[config.mk]
export PLATFORM = sky130hd
export DESIGN_NAME = lfpd_ctrl
export DESIGN_NICKNAME = d
export VERILOG_FILES = /design/src/rtl/lfpd_pkg.sv /design/src/rtl/lfpd_ctrl.sv
export SDC_FILE = /design/constraint.sdc
export NUM_CORES = 1
export LEC_CHECK = 0
export ABC_AREA = 1
export BUFFER_PORTS_ARGS = -buffer_cell sky130_fd_sc_hd__buf_2
export CAP_MARGIN = 25
export CORE_UTILIZATION = 40
export DETAILED_ROUTE_END_ITERATION = 10
export GPL_ROUTABILITY_DRIVEN = 1
export SLEW_MARGIN = 40
export SYNTH_ARGS = -nofsm -noshare
export SYNTH_HDL_FRONTEND = slang
export SYNTH_SLANG_ARGS = --single-unit
[constraint.sdc]
create_clock -name clock -period 1.39 [get_ports clock]
set_clock_uncertainty 0.15 [all_clocks]
set_input_delay 0.139 -clock clock [delete_from_list [all_inputs] [get_ports clock]]
set_output_delay 0.139 -clock clock [all_outputs]
set_load 0.05 [all_outputs]
[src/rtl/lfpd_pkg.sv]
package lfpd_pkg;

   localparam int CHANNELS    = 8;
   localparam int SAMPLE_BITS = 12;
   localparam int CH_BITS     = $clog2(CHANNELS);

   // Datapath commands issued by the sequencer.
   localparam logic [4:0] OP_NONE  = 5'd0;
   localparam logic [4:0] OP_LOAD  = 5'd1;
   localparam logic [4:0] OP_CAL   = 5'd2;
   localparam logic [4:0] OP_DSTART = 5'd3;
   localparam logic [4:0] OP_DSTEP = 5'd4;
   localparam logic [4:0] OP_NORM  = 5'd5;
   localparam logic [4:0] OP_MAC   = 5'd6;
   localparam logic [4:0] OP_ACC   = 5'd7;
   localparam logic [4:0] OP_ERR   = 5'd8;
   localparam logic [4:0] OP_INTEG = 5'd9;
   localparam logic [4:0] OP_MULP  = 5'd10;
   localparam logic [4:0] OP_MULD  = 5'd11;
   localparam logic [4:0] OP_MULKL = 5'd12;
   localparam logic [4:0] OP_MULKH = 5'd13;
   localparam logic [4:0] OP_KI    = 5'd14;
   localparam logic [4:0] OP_SUM   = 5'd15;
   localparam logic [4:0] OP_CLAMP = 5'd16;
   localparam logic [4:0] OP_WHEEL = 5'd17;
   localparam logic [4:0] OP_OUT   = 5'd18;

   // Configuration register indexes.
   localparam logic [2:0] REG_KP     = 3'd0;
   localparam logic [2:0] REG_KI     = 3'd1;
   localparam logic [2:0] REG_KD     = 3'd2;
   localparam logic [2:0] REG_PIDLIM = 3'd3;
   localparam logic [2:0] REG_STEER  = 3'd4;
   localparam logic [2:0] REG_BASE   = 3'd5;
   localparam logic [2:0] REG_ROT    = 3'd6;
   localparam logic [2:0] REG_THR    = 3'd7;

   // Drive modes.
   localparam logic [1:0] MODE_TRACK = 2'd0;
   localparam logic [1:0] MODE_LEFT  = 2'd1;
   localparam logic [1:0] MODE_RIGHT = 2'd2;
   localparam logic [1:0] MODE_HOLD  = 2'd3;

   // Steering weights in Q.12, rightmost channel first.
   localparam logic signed [18:0] WEIGHT [CHANNELS] = '{
      -19'sd204800, -19'sd146309, -19'sd87818, -19'sd29327,
       19'sd29327,   19'sd87818,   19'sd146309,  19'sd204800
   };

   typedef struct packed {
      logic [4:0]         op;
      logic [CH_BITS-1:0] ch;
   } cmd_type;

   typedef struct packed {
      logic div_last;
      logic out_free;
   } status_type;

endpackage

[src/rtl/lfpd_ctrl.sv]
module lfpd_ctrl (
   input  logic                 clock,
   input  logic                 reset,
   input  logic                 req_tvalid,
   input  logic                 req_tuser,
   output logic                 req_tready,
   input  lfpd_pkg::status_type status,
   output lfpd_pkg::cmd_type    cmd
);
   import lfpd_pkg::*;

   localparam logic [4:0] S_IDLE  = 5'd0;
   localparam logic [4:0] S_CAL   = 5'd1;
   localparam logic [4:0] S_DSTART = 5'd2;
   localparam logic [4:0] S_DIV   = 5'd3;
   localparam logic [4:0] S_NORM  = 5'd4;
   localparam logic [4:0] S_MAC   = 5'd5;
   localparam logic [4:0] S_ACC   = 5'd6;
   localparam logic [4:0] S_ERR   = 5'd7;
   localparam logic [4:0] S_INTEG = 5'd8;
   localparam logic [4:0] S_MULP  = 5'd9;
   localparam logic [4:0] S_MULD  = 5'd10;
   localparam logic [4:0] S_MULKL = 5'd11;
   localparam logic [4:0] S_MULKH = 5'd12;
   localparam logic [4:0] S_KI    = 5'd13;
   localparam logic [4:0] S_SUM   = 5'd14;
   localparam logic [4:0] S_CLAMP = 5'd15;
   localparam logic [4:0] S_WHEEL = 5'd16;
   localparam logic [4:0] S_OUT   = 5'd17;

   logic [4:0]         state_ff, state_in;
   logic [CH_BITS-1:0] ch_ff, ch_in;

   always_comb begin
      state_in   = state_ff;
      ch_in      = ch_ff;
      cmd.op     = OP_NONE;
      req_tready = 1'b0;
      case (state_ff)
         S_IDLE: begin
            req_tready = 1'b1;
            ch_in      = '0;
            if (req_tvalid) begin
               cmd.op   = OP_LOAD;
               state_in = req_tuser ? S_DSTART : S_CAL;
            end
         end
         S_CAL: begin
            cmd.op   = OP_CAL;
            state_in = S_IDLE;
         end
         S_DSTART: begin
            cmd.op   = OP_DSTART;
            state_in = S_DIV;
         end
         S_DIV: begin
            cmd.op = OP_DSTEP;
            if (status.div_last) state_in = S_NORM;
         end
         S_NORM: begin
            cmd.op   = OP_NORM;
            state_in = S_MAC;
         end
         S_MAC: begin
            cmd.op   = OP_MAC;
            state_in = S_ACC;
         end
         S_ACC: begin
            cmd.op = OP_ACC;
            if (ch_ff == CH_BITS'(CHANNELS - 1)) begin
               state_in = S_ERR;
            end else begin
               ch_in    = ch_ff + 1'b1;
               state_in = S_DSTART;
            end
         end
         S_ERR: begin
            cmd.op   = OP_ERR;
            state_in = S_INTEG;
         end
         S_INTEG: begin
            cmd.op   = OP_INTEG;
            state_in = S_MULP;
         end
         S_MULP: begin
            cmd.op   = OP_MULP;
            state_in = S_MULD;
         end
         S_MULD: begin
            cmd.op   = OP_MULD;
            state_in = S_MULKL;
         end
         S_MULKL: begin
            cmd.op   = OP_MULKL;
            state_in = S_MULKH;
         end
         S_MULKH: begin
            cmd.op   = OP_MULKH;
            state_in = S_KI;
         end
         S_KI: begin
            cmd.op   = OP_KI;
            state_in = S_SUM;
         end
         S_SUM: begin
            cmd.op   = OP_SUM;
            state_in = S_CLAMP;
         end
         S_CLAMP: begin
            cmd.op   = OP_CLAMP;
            state_in = S_WHEEL;
         end
         S_WHEEL: begin
            cmd.op   = OP_WHEEL;
            state_in = S_OUT;
         end
         S_OUT: begin
            // Wait here until the result register can take the item.
            if (status.out_free) begin
               cmd.op   = OP_OUT;
               state_in = S_IDLE;
            end
         end
         default: state_in = S_IDLE;
      endcase
      cmd.ch = ch_ff;
   end

   always_ff @(posedge clock) begin
      if (reset) begin
         state_ff <= S_IDLE;
         ch_ff    <= '0;
      end else begin
         state_ff <= state_in;
         ch_ff    <= ch_in;
      end
   end

endmodule

==> results of run 1 <==
cells in the final DEF (no fill, tap or decap), types with 2 or more instances in the layout:
cell type  instances
dfxtp_4            6
buf_6              7
nand3_2            6
inv_1              9
buf_8              2
nor2_4             6
ha_4               2
nand4_1            3
inv_2              6
clkbuf_4           3
o211ai_1           2
buf_2              8
nand2_2            7
dfxtp_2            2
nand3_1            5
a21oi_1            2
nor2_1             5
nor2_2             4
nand2_4            4
buf_4             19
inv_4              2
nand2_1           23
a21oi_2            6
through the flow:
stage	hold slack [ns]	utilization	power, µW	cells
CTS	0.0912	0.675	1260	171
floorplan	0.0484	-	696	108
global route	0.120	0.722	1380	174
detailed placement	0.241	0.582	893	162
global placement	0.234	0.582	891	162
finish	0.105	0.722	1310	174
where the power goes:
part	internal (µW)	switching [µW]	total (µW)
registers	247	37.6	284
clock network	111	91.2	202
logic	360	462	822
sequential cells by signal, indices dropped and copies added, names as in the netlist:
signal    flops
ch_ff         3
state_ff      5
logic make-up (layout without fill, tap and decap cells):
family	after synthesis	in the layout
DFF	8	8
and+or+nand+nor	67	67
adders and majority gates	2	2
buffers and inverters	18	59
AOI/OAI and AO/OA	13	13
cell type report:
type / count / area [µm²]
clock buffers: 4 / 26.3
fillers: 131 / 475
inverters: 17 / 68.8
multi-input cells: 82 / 599
flip-flops and latches: 8 / 185
well taps: 25 / 31.3
repair buffers: 38 / 322
worst max-delay path, delay by kind of cell, from the launching register on:
family          cells  cell delay [ns]
compound gates      1             0.20
buf+inv             2             0.29
flops               1             0.38
simple gates        3             0.37
path summary, 6_finish.rpt:
| kind | to | from | cells past startpoint | slack, ns |
|---|---|---|---|---|
| worst max-delay path | cmd[3] | state_ff[2] | 6 | -0.39 |
| worst min-delay path | state_ff[1] | req_tuser | 5 | 0.11 |
| worst max register to register | state_ff[2] | state_ff[2] | 11 | -0.23 |
| worst min register to register | ch_ff[0] | ch_ff[0] | 1 | 0.31 |
routing by layer:
metal,GRT usage,vias to the layer above
li1,-,431
met1,0.261,376
met2,0.385,19
met3,0.0286,6
met4,0.152,0
met5,0,-
repair_timing:
| action | in CTS | in global routing |
|---|---|---|
| gates resized for setup | 29 | 14 |
| setup buffers | 4 | 4 |
| hold endpoints to repair | 5 | 0 |
| endpoints found under the setup margin | 11 | 14 |
| pin swaps | 8 | 4 |
| hold buffers | 1 | 0 |
==> impl_metrics.ini, run 1 <==
[clock_tree]
root_buffer = clkbuf_4
cts_tree = done
cts.clk_slew.worst_paths_ns = 0.06
htreeDepth = 1
clock_path_buffers = 2
numCtsBuffers = 3
cts_sinks = 8
clk_latency_ns = 0.26

[synthesis]
synthFlopType = dfxtp_1
synth-seq-area-share = 0.221
yosysWarnings = 0
synth.most_common_cell = nand2_1
muxShareOfSynthArea = 0
synthAdderAreaFrac = 0.0345
synth-xor-area-share = 0
synth_compound_area_frac = 0.105
syn_area_um2 = 724
synth_top_family_by_area = simple AND/OR/NAND/NOR gates
synth_top_area_share = 0.221
async_flop_share = 0
avgSynthCellArea_um2 = 6.71
yosys_register_bits = 8
yosysUniqueCellTypes = 24
yosys.area.top_type = dfxtp_1
synth_edf_count = 0
synth_cells = 108
syn_nets = 116
yosys.area_share.simple = 0.532
synthTopCellsByArea = dfxtp_1, nand2_1, nor2_4
synth_commonest_cells = nand2_1, inv_1, dfxtp_1, nand3_1, nor2_1

[route]
drt-total-wl_mm = 2.10
met2_wirelength_mm = 1.08
ant_nets = 0
drtPass1Iterations = 4
drc = 0
met1_length_um = 901
wl_met3_um = 58
routed.top_layer = met4
via_per_inst = 4.78
drt-initial-drc-count = 8
post_drt_wl_per_cell_um = 12.0
num_vias = 832

[worst_setup_path]
critPathArrivalTime_ns = 1.49
endpoint_kind = output pin
crit_chain = nor2_4 -> nand2_4 -> nor2_4 -> inv_2 -> o211ai_1 -> buf_4
cp_max_fo = 5
startpoint_type = flop
cp_slowest_cell = dfxtp_4
crit_required_ns = 1.10
path_class = reg2out
crit_top_cell = nor2_4
critical-path-max-stage-delay_ns = 0.38

[floorplan]
row_count = 15
coreArea_um2 = 1710
io_pins = 15
fp.dieH_um = 44.6
die_w_um = 44.6
dieArea_um2 = 1990
start_util = 0.424

[place]
place_hpwl_mm = 1.49
place.port_buffers = 14
place.gp.congestion = 0.835
place_area_um2 = 995
dp_worst_setup_slack_ns = -0.150

[sta]
finalCritPeriodShare = 1.28
hold_viol = 0
layout_setup_ws_ns = -0.392
fmax_mhz = 561
rsz0062_at_grt = yes
fin_crit_ns = 1.78
worst_pin_slew_ns = 0.258
setup-violations-final = 11
slew_viol_final = 0
max_slew_margin = 0.829
setup_tns_ns = -2.50

[global_route]
grt_max_degree = 10
grt_pass1_wl_mm = 3.26
gr-total-overflow = 0
grt_pass1_vias = 810
grt_usage = 0.226
grt_antenna_before_repair = 0

[power]
peakVddDrop_mv = 0.862
power_density_nw_per_um2 = 1060
p_leak_uw = 0.000609

[worst_hold_path]
hold_path.class = in2reg

[flow_run]
maxCapViolations = 0

[status]
outcome = finished, violations left
violations = negative setup slack

[cells_and_area]
final_area_um2 = 1230
drive_gt1_frac = 0.638
syn2layout_area_growth_pct = 70.1
fin_nets = 158
antennaDiodeCount = 0
Note: power is estimated with default switching activity, not from simulation.
==> run 2, diff against run 1 <==
- CTS_BUF_LIST: not set -> sky130_fd_sc_hd__clkbuf_4 sky130_fd_sc_hd__clkbuf_8
- clock period: 1.39 -> 1.45 ns (I/O delays scaled with it)
==> impl_metrics.ini, run 2 (synthesized netlist as in run 1, its figures left out) <==
[place]
place.gp.congestion = 0.864
place.port_buffers = 14
dp.cells = 163
dp_worst_setup_slack_ns = -0.153
place_hpwl_mm = 1.54

[sta]
slew_viol_final = 0
rsz0062_at_grt = yes
setup_tns_ns = -1.45
hold_viol = 0
worst_pin_slew_ns = 0.247
fmax_mhz = 567
finalCritPeriodShare = 1.22
setup-violations-final = 8
fin_crit_ns = 1.76
layout_setup_ws_ns = -0.313
max_slew_margin = 0.836

[global_route]
grt_antenna_before_repair = 0
grt_usage = 0.234
gr-total-overflow = 0
grt_max_degree = 7
grt_pass1_vias = 816
grt_pass1_wl_mm = 3.31

[floorplan]
fp.dieH_um = 44.6
start_util = 0.424
dieArea_um2 = 1990
io_pins = 15
coreArea_um2 = 1710
row_count = 15
die_w_um = 44.6

[clock_tree]
cts_sinks = 8
cts_tree = done
root_buffer = clkbuf_4
htreeDepth = 1
numCtsBuffers = 3
clock_path_buffers = 2
cts.clk_slew.worst_paths_ns = 0.06
clk_latency_ns = 0.26

[cells_and_area]
mostFrequentLayoutCells = nand2_1, buf_4, nand2_2
reg_top3 = state_ff (5), ch_ff (3)
fillers = 131
antennaDiodeCount = 0
drive_gt1_frac = 0.676
finalNonFillerCells = 173
fin_nets = 157
top_register = state_ff
syn2layout_area_growth_pct = 72.5
largest_register_ffs = 5

[route]
ant_nets = 0
post_drt_wl_per_cell_um = 11.8
drt-total-wl_mm = 2.05
via_per_inst = 4.81
drc = 0
drtPass1Iterations = 3
drt-initial-drc-count = 1
num_vias = 832

[worst_hold_path]
hold_path.class = in2reg
min_path_cells = 5

[worst_setup_path]
crit_required_ns = 1.15
reg2regPathDepth = 10
crit_chain = buf_4 -> inv_4 -> nand3_1 -> nand2_1 -> nor2_2 -> o211ai_1 -> buf_4
ff2ff_setup_slack_ns = -0.05
cp_slowest_cell = dfxtp_2
startpoint_type = flop
crit_top_cell = buf_4
cp_max_fo = 4
critical-path-max-stage-delay_ns = 0.34
path_class = reg2out
endpoint_kind = output pin
critPathArrivalTime_ns = 1.47

[flow_run]
maxCapViolations = 0

[power]
peakVddDrop_mv = 0.987
power_density_nw_per_um2 = 991
p_leak_uw = 0.000627

[status]
violations = negative setup slack
outcome = finished, violations left
-- run 2: cell types whose count changed in the layout (fill, tap and decap cells not counted), moves of 2 or more --
cell     delta
nand2_1     -6
buf_4       -2
buf_6       +2
nand2_2     +4
nor2_4      +2
nand2_4     +2
a21oi_2     -2
-- run 2: final timing paths --
check | to | from
worst min-delay path | state_ff[1] | req_tuser
worst min register to register | ch_ff[0] | ch_ff[0]
worst max register to register | state_ff[2] | state_ff[1]
worst max-delay path | cmd[3] | state_ff[4]
-- run 2: power by group --
group          internal [µW]  switching (µW)  total (µW)
logic                    308             445         752
registers                237            43.0         280
clock network            124            82.7         207
-- run 2: routing by layer --
layer / vias to the layer above / wire [µm] / GRT usage
met5: - / 0 / 0
met4: 0 / 64 / 0.158
met3: 7 / 53 / 0.0204
met2: 16 / 1040 / 0.403
met1: 383 / 896 / 0.272
li1: 426 / - / -
-- run 2: final cells by class --
cell class                 count  area (µm²)  share of cell area
sequential                     8         185               0.148
inverter                      17        71.3              0.0571
multi-input combinational     82         623               0.498
clock buffer                   4        30.0              0.0240
tap                           25        31.3              0.0250
timing repair buffer          37         309               0.247
-- run 2: worst max-delay path: cells and delay by family, from the launching register on --
| family | cells | cell delay [ns] |
|---|---|---|
| AOI/OAI and AO/OA | 1 | 0.12 |
| and+or+nand+nor | 3 | 0.36 |
| DFF | 1 | 0.34 |
| buffers and inverters | 3 | 0.39 |
-- run 2: stage by stage --
stage / utilization / total power (µW) / area, µm² / hold WS [ns]
2_1_floorplan: - / 667 / 772 / 0.0544
3_3_place_gp: 0.578 / 844 / 987 / 0.246
3_5_place_dp: 0.578 / 848 / 987 / 0.247
4_1_cts: 0.672 / 1180 / 1150 / 0.112
5_1_grt: 0.732 / 1310 / 1250 / 0.134
6_report: 0.732 / 1240 / 1250 / 0.119
-- run 2: what timing repair did --
action	in CTS	in global routing
setup endpoints to repair	9	13
pin swaps	9	10
setup buffers	2	4
hold buffers	1	0
endpoints found under the hold margin	5	0
resized for setup	34	22
gates cloned	0	0
